<file path="config.mk">
export PLATFORM = sky130hd
export DESIGN_NAME = priority_queue_remove_by_id
export DESIGN_NICKNAME = d
export VERILOG_FILES = /design/src/hdl/pqrm_pkg.sv /design/src/hdl/pqrm_ram.sv /design/src/hdl/pqrm_cmp.sv /design/src/hdl/pqrm_ctrl.sv /design/src/hdl/priority_queue_remove_by_id.sv
export SDC_FILE = /design/constraint.sdc
export NUM_CORES = 1
export LEC_CHECK = 0
export ABC_AREA = 1
export BUFFER_PORTS_ARGS = -buffer_cell sky130_fd_sc_hd__buf_4
export CORE_AREA = 5 5 538 328
export DETAILED_ROUTE_END_ITERATION = 6
export DIE_AREA = 0 0 543 333
export SYNTH_ARGS = -nofsm -noshare
export SYNTH_HDL_FRONTEND = slang
export SYNTH_SLANG_ARGS = --single-unit
export TNS_END_PERCENT = 10
</file>
<file path="constraint.sdc">
create_clock -name clk -period 6.6 [get_ports clk]
set_input_delay 0 -clock clk [delete_from_list [all_inputs] [get_ports clk]]
set_output_delay 0 -clock clk [all_outputs]
set_load 0.05 [all_outputs]
</file>
<file path="src/hdl/pqrm_pkg.sv">
// Shared types, codes and constants of the priority queue with remove by id.
`timescale 1ns / 1ps
package pqrm_pkg;

  localparam int CAPACITY_DEF      = 16;
  localparam int PRIORITY_BITS_DEF = 8;

  localparam int ACT_W     = 2;
  localparam int PRIO_IN_W = 8;
  localparam int ID_W      = 16;
  localparam int TAG_W     = 32;
  localparam int OCC_W     = 5;
  localparam int APB_DW    = 32;
  localparam int APB_AW    = 3;

  localparam logic [ACT_W-1:0] ACT_INSERT = 2'd0;
  localparam logic [ACT_W-1:0] ACT_POP    = 2'd1;
  localparam logic [ACT_W-1:0] ACT_REMOVE = 2'd2;

  localparam logic            REG_FIRST_ID = 1'b0;
  localparam logic [ID_W-1:0] FIRST_ID_RST = '0;

  typedef struct packed {
    logic [ACT_W-1:0]     action;
    logic [PRIO_IN_W-1:0] priority_req;
    logic [TAG_W-1:0]     tag;
    logic [ID_W-1:0]      search_id;
  } pqrm_in_t;

  typedef struct packed {
    logic                 ok;
    logic [ID_W-1:0]      entry_id;
    logic [PRIO_IN_W-1:0] entry_priority;
    logic [TAG_W-1:0]     entry_tag;
    logic [OCC_W-1:0]     occupancy;
  } pqrm_out_t;

  typedef enum logic [1:0] {
    ST_IDLE,
    ST_INS,
    ST_REM,
    ST_FIN
  } pqrm_state_t;

  typedef enum logic {
    CMP_PRIO_LT,
    CMP_ID_EQ
  } pqrm_cmp_mode_t;

endpackage

</file>
<file path="src/hdl/pqrm_ram.sv">
// Generic single-write, single-read RAM with registered read data.
`timescale 1ns / 1ps
module pqrm_ram #(
  parameter int WIDTH = 8,
  parameter int DEPTH = 16
) (
  input  logic                     clk,
  input  logic                     we,
  input  logic [$clog2(DEPTH)-1:0] waddr,
  input  logic [WIDTH-1:0]         wdata,
  input  logic [$clog2(DEPTH)-1:0] raddr,
  output logic [WIDTH-1:0]         rdata
);

  logic [WIDTH-1:0] mem [DEPTH];
  logic [WIDTH-1:0] rdata_r;

  always_ff @(posedge clk) begin
    if (we) begin
      mem[waddr] <= wdata;
    end
    rdata_r <= mem[raddr];
  end

  assign rdata = rdata_r;

endmodule

</file>
<file path="src/hdl/pqrm_cmp.sv">
// Shared compare unit: priority order for insert, id match for remove.
`timescale 1ns / 1ps
module pqrm_cmp
  import pqrm_pkg::*;
#(
  parameter int PW = 8
) (
  input  pqrm_cmp_mode_t  mode,
  input  logic [PW-1:0]   stored_prio,
  input  logic [PW-1:0]   key_prio,
  input  logic [ID_W-1:0] stored_id,
  input  logic [ID_W-1:0] key_id,
  output logic            hit
);

  always_comb begin
    unique case (mode)
      CMP_PRIO_LT: hit = stored_prio < key_prio;
      CMP_ID_EQ:   hit = stored_id == key_id;
      default:     hit = 1'b0;
    endcase
  end

endmodule

</file>
<file path="src/hdl/pqrm_ctrl.sv">
// Sequencer that walks the slot RAM one entry per cycle for insert, pop and remove.
`timescale 1ns / 1ps
module pqrm_ctrl
  import pqrm_pkg::*;
#(
  parameter int CAPACITY      = CAPACITY_DEF,
  parameter int PRIORITY_BITS = PRIORITY_BITS_DEF
) (
  input  logic            clk,
  input  logic            rst_n,
  input  logic            cfg_we,
  input  logic [ID_W-1:0] cfg_first_id,
  input  logic            in_valid,
  output logic            in_ready,
  input  pqrm_in_t        in_data,
  output logic            out_valid,
  input  logic            out_ready,
  output pqrm_out_t       out_data
);

  localparam int PW = (PRIORITY_BITS < PRIO_IN_W) ? PRIORITY_BITS : PRIO_IN_W;
  localparam int AW = $clog2(CAPACITY);
  localparam int CW = $clog2(CAPACITY + 1);
  localparam int EW = PW + ID_W + TAG_W;

  pqrm_state_t     state_r, state_nxt;
  logic [CW-1:0]   count_r, count_nxt;
  logic [ID_W-1:0] next_id_r, next_id_nxt;
  logic [AW-1:0]   ptr_r, ptr_nxt;
  logic            pend_r, pend_nxt;
  logic            found_r, found_nxt;
  logic            out_valid_r, out_valid_nxt;
  logic [ACT_W-1:0] act_r, act_nxt;
  logic [PW-1:0]   rprio_r, rprio_nxt;
  logic [TAG_W-1:0] rtag_r, rtag_nxt;
  logic [ID_W-1:0] rsid_r, rsid_nxt;
  pqrm_out_t       res_r, res_nxt;
  pqrm_out_t       out_r, out_nxt;

  logic            mem_we;
  logic [AW-1:0]   mem_waddr;
  logic [EW-1:0]   mem_wdata;
  logic [AW-1:0]   mem_raddr;
  logic [EW-1:0]   mem_rdata;

  logic [PW-1:0]   d_prio;
  logic [ID_W-1:0] d_id;
  logic [TAG_W-1:0] d_tag;
  pqrm_cmp_mode_t  cmp_mode;
  logic            cmp_hit;
  logic            match;
  logic            last;
  logic            full;

  assign d_prio = mem_rdata[EW-1 -: PW];
  assign d_id   = mem_rdata[TAG_W +: ID_W];
  assign d_tag  = mem_rdata[TAG_W-1:0];

  assign cmp_mode = (act_r == ACT_INSERT) ? CMP_PRIO_LT : CMP_ID_EQ;
  assign match    = (act_r == ACT_POP) ? (ptr_r == '0) : cmp_hit;
  assign last     = (CW'(ptr_r) + CW'(1)) == count_r;
  assign full     = count_r == CW'(CAPACITY);

  pqrm_ram #(
    .WIDTH(EW),
    .DEPTH(CAPACITY)
  ) u_ram (
    .clk  (clk),
    .we   (mem_we),
    .waddr(mem_waddr),
    .wdata(mem_wdata),
    .raddr(mem_raddr),
    .rdata(mem_rdata)
  );

  pqrm_cmp #(
    .PW(PW)
  ) u_cmp (
    .mode       (cmp_mode),
    .stored_prio(d_prio),
    .key_prio   (rprio_r),
    .stored_id  (d_id),
    .key_id     (rsid_r),
    .hit        (cmp_hit)
  );

  always_ff @(posedge clk) begin
    if (!rst_n) begin
      state_r     <= ST_IDLE;
      count_r     <= '0;
      next_id_r   <= FIRST_ID_RST;
      pend_r      <= 1'b0;
      found_r     <= 1'b0;
      out_valid_r <= 1'b0;
    end else begin
      state_r     <= state_nxt;
      count_r     <= count_nxt;
      next_id_r   <= next_id_nxt;
      pend_r      <= pend_nxt;
      found_r     <= found_nxt;
      out_valid_r <= out_valid_nxt;
    end
  end

  always_ff @(posedge clk) begin
    ptr_r   <= ptr_nxt;
    act_r   <= act_nxt;
    rprio_r <= rprio_nxt;
    rtag_r  <= rtag_nxt;
    rsid_r  <= rsid_nxt;
    res_r   <= res_nxt;
    out_r   <= out_nxt;
  end

  always_comb begin
    state_nxt     = state_r;
    count_nxt     = count_r;
    next_id_nxt   = next_id_r;
    ptr_nxt       = ptr_r;
    pend_nxt      = pend_r;
    found_nxt     = found_r;
    act_nxt       = act_r;
    rprio_nxt     = rprio_r;
    rtag_nxt      = rtag_r;
    rsid_nxt      = rsid_r;
    res_nxt       = res_r;
    out_nxt       = out_r;
    out_valid_nxt = out_valid_r;
    mem_we        = 1'b0;
    mem_waddr     = ptr_r;
    mem_wdata     = mem_rdata;
    mem_raddr     = ptr_r;

    if (out_valid_r && out_ready) begin
      out_valid_nxt = 1'b0;
    end

    unique case (state_r)
      ST_IDLE: begin
        if (in_valid) begin
          act_nxt   = in_data.action;
          rprio_nxt = in_data.priority_req[PW-1:0];
          rtag_nxt  = in_data.tag;
          rsid_nxt  = in_data.search_id;
          res_nxt   = '0;
          res_nxt.occupancy = OCC_W'(count_r);
          found_nxt = 1'b0;
          state_nxt = ST_FIN;
          case (in_data.action) inside
            ACT_INSERT: begin
              if (!full) begin
                state_nxt = ST_INS;
                if (count_r == '0) begin
                  ptr_nxt  = '0;
                  pend_nxt = 1'b0;
                end else begin
                  ptr_nxt   = AW'(count_r - CW'(1));
                  mem_raddr = ptr_nxt;
                  pend_nxt  = 1'b1;
                end
              end
            end
            ACT_POP, ACT_REMOVE: begin
              if (count_r != '0) begin
                state_nxt = ST_REM;
                ptr_nxt   = '0;
                mem_raddr = '0;
                pend_nxt  = 1'b1;
              end
            end
            default: begin
              state_nxt = ST_FIN;
            end
          endcase
        end
      end
      ST_INS: begin
        if (pend_r && cmp_hit) begin
          // entry has lower priority: move it one slot toward the tail
          mem_we    = 1'b1;
          mem_waddr = AW'(ptr_r + 1'b1);
          mem_wdata = mem_rdata;
          if (ptr_r == '0) begin
            pend_nxt = 1'b0;
          end else begin
            ptr_nxt   = AW'(ptr_r - 1'b1);
            mem_raddr = ptr_nxt;
          end
        end else begin
          mem_we    = 1'b1;
          mem_waddr = pend_r ? AW'(ptr_r + 1'b1) : ptr_r;
          mem_wdata = {rprio_r, next_id_r, rtag_r};
          count_nxt = count_r + CW'(1);
          next_id_nxt = next_id_r + ID_W'(1);
          res_nxt.ok        = 1'b1;
          res_nxt.entry_id  = next_id_r;
          res_nxt.occupancy = OCC_W'(count_nxt);
          pend_nxt  = 1'b0;
          state_nxt = ST_FIN;
        end
      end
      ST_REM: begin
        if (found_r) begin
          mem_we    = 1'b1;
          mem_waddr = AW'(ptr_r - 1'b1);
          mem_wdata = mem_rdata;
        end else if (match) begin
          found_nxt = 1'b1;
          res_nxt.entry_id       = d_id;
          res_nxt.entry_priority = PRIO_IN_W'(d_prio);
          res_nxt.entry_tag      = d_tag;
        end
        if (last) begin
          pend_nxt  = 1'b0;
          state_nxt = ST_FIN;
          if (found_r || match) begin
            count_nxt         = count_r - CW'(1);
            res_nxt.ok        = 1'b1;
            res_nxt.occupancy = OCC_W'(count_nxt);
          end else begin
            res_nxt = '0;
            res_nxt.occupancy = OCC_W'(count_r);
          end
        end else begin
          ptr_nxt   = AW'(ptr_r + 1'b1);
          mem_raddr = ptr_nxt;
        end
      end
      ST_FIN: begin
        if (!out_valid_r || out_ready) begin
          out_nxt       = res_r;
          out_valid_nxt = 1'b1;
          state_nxt     = ST_IDLE;
        end
      end
      default: begin
        state_nxt = ST_IDLE;
      end
    endcase

    if (cfg_we) begin
      next_id_nxt = cfg_first_id;
    end
  end

  assign in_ready  = state_r == ST_IDLE;
  assign out_valid = out_valid_r;
  assign out_data  = out_r;

`ifndef SYNTHESIS
  a_count_bound: assert property (@(posedge clk) disable iff (!rst_n)
    count_r <= CW'(CAPACITY))
    else $error("occupancy above capacity");

  a_ptr_in_range: assert property (@(posedge clk) disable iff (!rst_n)
    ((state_r == ST_INS || state_r == ST_REM) && pend_r) |-> CW'(ptr_r) < count_r)
    else $error("walk pointer outside held entries");

  a_rem_shift: assert property (@(posedge clk) disable iff (!rst_n)
    (state_r == ST_REM && found_r) |-> mem_we)
    else $error("entry behind removed slot not moved up");

  a_id_advance: assert property (@(posedge clk) disable iff (!rst_n)
    ($past(rst_n) && !$past(cfg_we) && next_id_r != $past(next_id_r))
      |-> $past(state_r) == ST_INS)
    else $error("id counter moved outside an insert");

  a_fin_hold: assert property (@(posedge clk) disable iff (!rst_n)
    (state_r == ST_FIN && out_valid_r && !out_ready) |=> state_r == ST_FIN)
    else $error("result dropped while output register full");
`endif

endmodule

</file>
<file path="src/hdl/priority_queue_remove_by_id.sv">
// Top level: bounded priority queue with remove by id and APB configuration.
//
//  channel  direction  handshake                      payload
//  in_      input      in_valid / in_ready            pqrm_in_t
//  out_     output     out_valid / out_ready          pqrm_out_t
//  cfg_     APB        cfg_psel / cfg_penable         first_id at byte 0
//
// Insert: entries of lower priority are moved toward the tail, one at a time, until the new slot is found.
// Pop and remove by id: every held entry is read once.
// Refused items skip the walk. All entries share one RAM read and one write port.
// Results wait in an output register; the next item is taken meanwhile.
// Reset is synchronous; slot contents are not cleared, no clearing pass.
`timescale 1ns / 1ps
module priority_queue_remove_by_id
  import pqrm_pkg::*;
#(
  parameter int CAPACITY      = CAPACITY_DEF,
  parameter int PRIORITY_BITS = PRIORITY_BITS_DEF
) (
  input  logic              clk,
  input  logic              rst_n,
  input  logic              in_valid,
  output logic              in_ready,
  input  pqrm_in_t          in_data,
  output logic              out_valid,
  input  logic              out_ready,
  output pqrm_out_t         out_data,
  input  logic              cfg_psel,
  input  logic              cfg_penable,
  input  logic              cfg_pwrite,
  input  logic [APB_AW-1:0] cfg_paddr,
  input  logic [APB_DW-1:0] cfg_pwdata,
  output logic [APB_DW-1:0] cfg_prdata,
  output logic              cfg_pready
);

  logic [ID_W-1:0] first_id_r, first_id_nxt;
  logic            cfg_we;

  assign cfg_we = cfg_psel && cfg_penable && cfg_pwrite && cfg_pready
                  && (cfg_paddr[2] == REG_FIRST_ID);

  assign first_id_nxt = cfg_we ? cfg_pwdata[ID_W-1:0] : first_id_r;

  always_ff @(posedge clk) begin
    if (!rst_n) begin
      first_id_r <= FIRST_ID_RST;
    end else begin
      first_id_r <= first_id_nxt;
    end
  end

  assign cfg_pready = 1'b1;
  assign cfg_prdata = (cfg_paddr[2] == REG_FIRST_ID) ? APB_DW'(first_id_r) : '0;

  pqrm_ctrl #(
    .CAPACITY     (CAPACITY),
    .PRIORITY_BITS(PRIORITY_BITS)
  ) u_ctrl (
    .clk         (clk),
    .rst_n       (rst_n),
    .cfg_we      (cfg_we),
    .cfg_first_id(first_id_nxt),
    .in_valid    (in_valid),
    .in_ready    (in_ready),
    .in_data     (in_data),
    .out_valid   (out_valid),
    .out_ready   (out_ready),
    .out_data    (out_data)
  );

endmodule
</file>
==> impl_metrics.json <==
{
  "status": "completed",
  "h-tree-depth": 3,
  "clk_pin_slew_worst_paths_ns": 0.07,
  "timing.critical_path.arrival_ns": 5.51,
  "final_antenna_net_count": 0,
  "full_die_area_um2": 181000,
  "synthesis.area_per_instance_um2": 10.7,
  "synth-warning-count": 0,
  "final_min_period_over_clock_period": 0.735,
  "synth_seq_area_share": 0.677,
  "crit_required_ns": 7.26,
  "final.setup.worst_slack_ns": 1.75,
  "drt_iter0_drc": 4237,
  "timing.max_slew.rel_slack": 0.178,
  "largest_net_degree_at_the_start_of_global_routing": 209,
  "max_cap_violations": 0,
  "netSwitchingFraction": 0.449,
  "preCtsSetupSlack_ns": 1.94,
  "tns_ns": 0,
  "buffer_ports.inserted": 161,
  "post_route_cells_drive_above_1_share": 0.0957,
  "timing.final.setup_violations": 0,
  "io_pins": 197,
  "globalRouteOverflowTotal": 0,
  "die_w_um": 543,
  "inserted_diodes": 0,
  "final-max-slew-violation-count": 0,
  "gr-usage-all-layers": 0.157,
  "vdd_ir_drop_max_uv": 985,
  "post-route-cell-area_um2": 59500,
  "core_um2": 171000,
  "timing.clock.skew_ns": 0.0289,
  "number_of_enable_flip_flop_cells_after_synthesis": 1082,
  "synth_cell_type_count": 43,
  "tritoncts": "built",
  "drt-pass1-iter-count": 6,
  "p_clk_frac": 0.185,
  "fmax_mhz": 206,
  "root_buffer": "sky130_fd_sc_hd__clkbuf_16",
  "worst_skew_pair.late_latency_ns": 0.73,
  "power_frac_seq": 0.338,
  "areaGrowthSynthToFinish_pct": 16.9,
  "period_minus_slack_ns": 4.85,
  "cp-start-kind": "flop",
  "hp-class": "input port to flop",
  "cts_sinks": 1180,
  "busiest_layer": "met1",
  "hold_viol_final": 0,
  "initial_core_util": 0.298,
  "wire_length_of_the_first_global_routing_pass_um": 217000,
  "globalplace.congestion": 0.880,
  "grt.met3_usage": 0.0334,
  "power_leakage_nw": 23.4,
  "drt_wl_total_um": 147000,
  "powerDensity_nw_per_um2": 555,
  "initial_antenna_violation_count": 4,
  "postSynth.asyncResetShare": 0,
  "number_of_nets_in_the_finished_design": 5111,
  "unrepaired_setup_endpoints_after_global_routing": "no",
  "die_h_um": 333,
  "route.vias.total": 35683,
  "ys_seq_elements": 1180,
  "grt_pass1_vias": 32741,
  "synth.cell_area_um2": 50900,
  "hpwlAfterDp_um": 80000,
  "num_rows": 118,
  "critPathCaptureType": "flop",
  "ys_dominant_reg_cell": "sky130_fd_sc_hd__edfxtp_1",
  "combPwrFrac": 0.476,
  "netlist_instances": 4766,
  "timing.setup.critical_path_class": "flop to flop",
  "worst_pin_slew_ns": 1.23,
  "placement.cell_area_um2": 54900,
  "clockBufferDepth": 3,
  "cts-buffers-inserted": 103,
  "drt-vias-per-instance": 4.85,
  "mostFrequentLayoutCell": "sky130_fd_sc_hd__nand2_1",
  "post-route-drc-count": 0,
  "grtUsageMet1": 0.247,
  "top_library_cells_by_usage_in_the_layout_fill_and_taps_aside": "1179 x sky130_fd_sc_hd__nand2_1, 1082 x sky130_fd_sc_hd__edfxtp_1, 925 x sky130_fd_sc_hd__nand3_1, 578 x sky130_fd_sc_hd__inv_1, 264 x sky130_fd_sc_hd__buf_4",
  "met2_layer_usage_reported_by_global_route": 0.220,
  "timing.critical_path.fanout_max": 90,
  "avgRoutedWirePerCell_um": 20.0,
  "internal-power_mw": 18.2,
  "power_switching_mw": 14.8
}
## synth_stat cells (4+ instances only)
| master | number | area, µm² |
|---|---|---|
| sky130_fd_sc_hd__a31oi_1 | 8 | 50.1 |
| sky130_fd_sc_hd__nand4_1 | 8 | 50.1 |
| sky130_fd_sc_hd__o211ai_1 | 27 | 203 |
| sky130_fd_sc_hd__nand2_1 | 1182 | 4440 |
| sky130_fd_sc_hd__clkbuf_1 | 98 | 368 |
| sky130_fd_sc_hd__nor3_1 | 9 | 45.0 |
| sky130_fd_sc_hd__nor2_1 | 84 | 315 |
| sky130_fd_sc_hd__inv_1 | 580 | 2180 |
| sky130_fd_sc_hd__inv_2 | 14 | 52.6 |
| sky130_fd_sc_hd__xnor2_1 | 4 | 35.0 |
| sky130_fd_sc_hd__buf_2 | 131 | 656 |
| sky130_fd_sc_hd__xor2_1 | 11 | 96.3 |
| sky130_fd_sc_hd__edfxtp_1 | 1082 | 32500 |
| sky130_fd_sc_hd__buf_4 | 30 | 225 |
| sky130_fd_sc_hd__o21ai_1 | 6 | 30.0 |
| sky130_fd_sc_hd__dfxtp_1 | 98 | 1960 |
| sky130_fd_sc_hd__o21ai_0 | 148 | 741 |
| sky130_fd_sc_hd__nand3_1 | 925 | 4630 |
| sky130_fd_sc_hd__a221oi_1 | 5 | 43.8 |
| sky130_fd_sc_hd__o22ai_1 | 4 | 25.0 |
| sky130_fd_sc_hd__clkinv_1 | 4 | 15.0 |
| sky130_fd_sc_hd__nand3b_1 | 169 | 1270 |
| sky130_fd_sc_hd__ha_1 | 19 | 238 |
| sky130_fd_sc_hd__a21oi_1 | 55 | 275 |
| sky130_fd_sc_hd__buf_6 | 13 | 146 |
| sky130_fd_sc_hd__buf_1 | 25 | 93.8 |
## repair_timing
action                    in CTS  in global routing
hold buffers                 119                  0
hold endpoints to repair     116                  0
buffers inserted               0                  0
gates resized for setup        0                  0
## cell type report
type / instances / area, µm²
flip-flops and latches: 1180 / 34500
clock inverters: 54 / 549
inverters: 598 / 2250
well taps: 2280 / 2850
repair buffers: 404 / 3590
multi-input cells: 2705 / 13000
fillers: 16970 / 111000
clock buffers: 139 / 2790
## through the flow
step,utilization,hold slack [ns],power (mW),instances
floorplan,-,0.0989,21.6,4781
global placement,0.321,0.179,26.6,7048
detailed placement,0.321,0.179,26.8,7048
CTS,0.348,0.00131,33.0,7360
global route,0.348,0.0149,35.1,7360
finish,0.348,0.0255,33.0,7360
## worst max-delay path, cell delays in order (launching register included)
cell                       delay [ns]
sky130_fd_sc_hd__edfxtp_1        0.55
sky130_fd_sc_hd__clkinv_1        0.34
sky130_fd_sc_hd__ha_1            0.53
sky130_fd_sc_hd__xnor2_1         0.15
sky130_fd_sc_hd__nand3_1         0.12
sky130_fd_sc_hd__nor2_1          0.15
sky130_fd_sc_hd__nand3_2         0.20
sky130_fd_sc_hd__nand2_2         0.22
sky130_fd_sc_hd__nand3_1         0.10
sky130_fd_sc_hd__nand2_1         0.19
sky130_fd_sc_hd__nand2_8         0.31
sky130_fd_sc_hd__nand2_8         0.63
sky130_fd_sc_hd__buf_12          0.41
sky130_fd_sc_hd__nand2_1         0.12
sky130_fd_sc_hd__nand2_1         0.09
sky130_fd_sc_hd__nand2_1         0.07
sky130_fd_sc_hd__nand3_1         0.13
sky130_fd_sc_hd__nand3_1         0.08
sky130_fd_sc_hd__nand2_1         0.16
## power groups by stage
stage                     logic (mW)  registers [mW]  clock network [mW]
after floorplan                 10.3            11.3                   0
after global placement          15.3            11.3                   0
after detailed placement        15.5            11.3                   0
after CTS                       15.6            11.1                6.23
after global routing            17.3            11.2                6.56
final                           15.7            11.2                6.12
## flip-flops by register name, summed over array words and instances, names as in the netlist
| register | cells |
|---|---|
| first_id_r | 16 |
| u_ctrl.act_r | 2 |
| u_ctrl.count_r | 5 |
| u_ctrl.found_r | 1 |
| u_ctrl.next_id_r | 16 |
| u_ctrl.out_data | 62 |
| u_ctrl.out_valid | 1 |
| u_ctrl.pend_r | 1 |
| u_ctrl.ptr_r | 4 |
| u_ctrl.res_r | 62 |
| u_ctrl.rprio_r | 8 |
| u_ctrl.rsid_r | 16 |
| u_ctrl.rtag_r | 32 |
| u_ctrl.state_r | 2 |
| u_ctrl.u_ram.mem | 896 |
| u_ctrl.u_ram.rdata | 56 |
## routing by layer
layer	vias up	part of all wire
met2	1529	0.41
met5	-	0.000061
met4	2	0.015
met1	17410	0.48
li1	16571	-
met3	171	0.098
## kinds of logic (layout without fill, tap and decap cells)
group                    after synthesis  in the layout  share of synthesized area
XOR/XNOR                              15             15                    0.00258
buffers and inverters                896           1195                     0.0735
adder cells (fa/ha/maj)               19             19                    0.00467
flip-flops                          1180           1180                      0.677
AND/OR/NAND/NOR                     2388           2388                      0.213
AO/OA/AOI/OAI                        266            266                     0.0290
other                                  2             17                   0.000148
## worst paths after layout
path / startpoint / to / slack, ns / depth (start not counted)
hold / removal: in_data[9] / u_ctrl.rsid_r[9] / 0.03 / 2
hold reg to reg: u_ctrl.res_r[0] / u_ctrl.out_data[0] / 0.43 / 0
setup / recovery: u_ctrl.ptr_r[0] / u_ctrl.u_ram.rdata[40] / 1.75 / 18
setup reg to reg: u_ctrl.ptr_r[0] / u_ctrl.u_ram.rdata[40] / 1.75 / 18
Power figures use the tool's default switching activity.
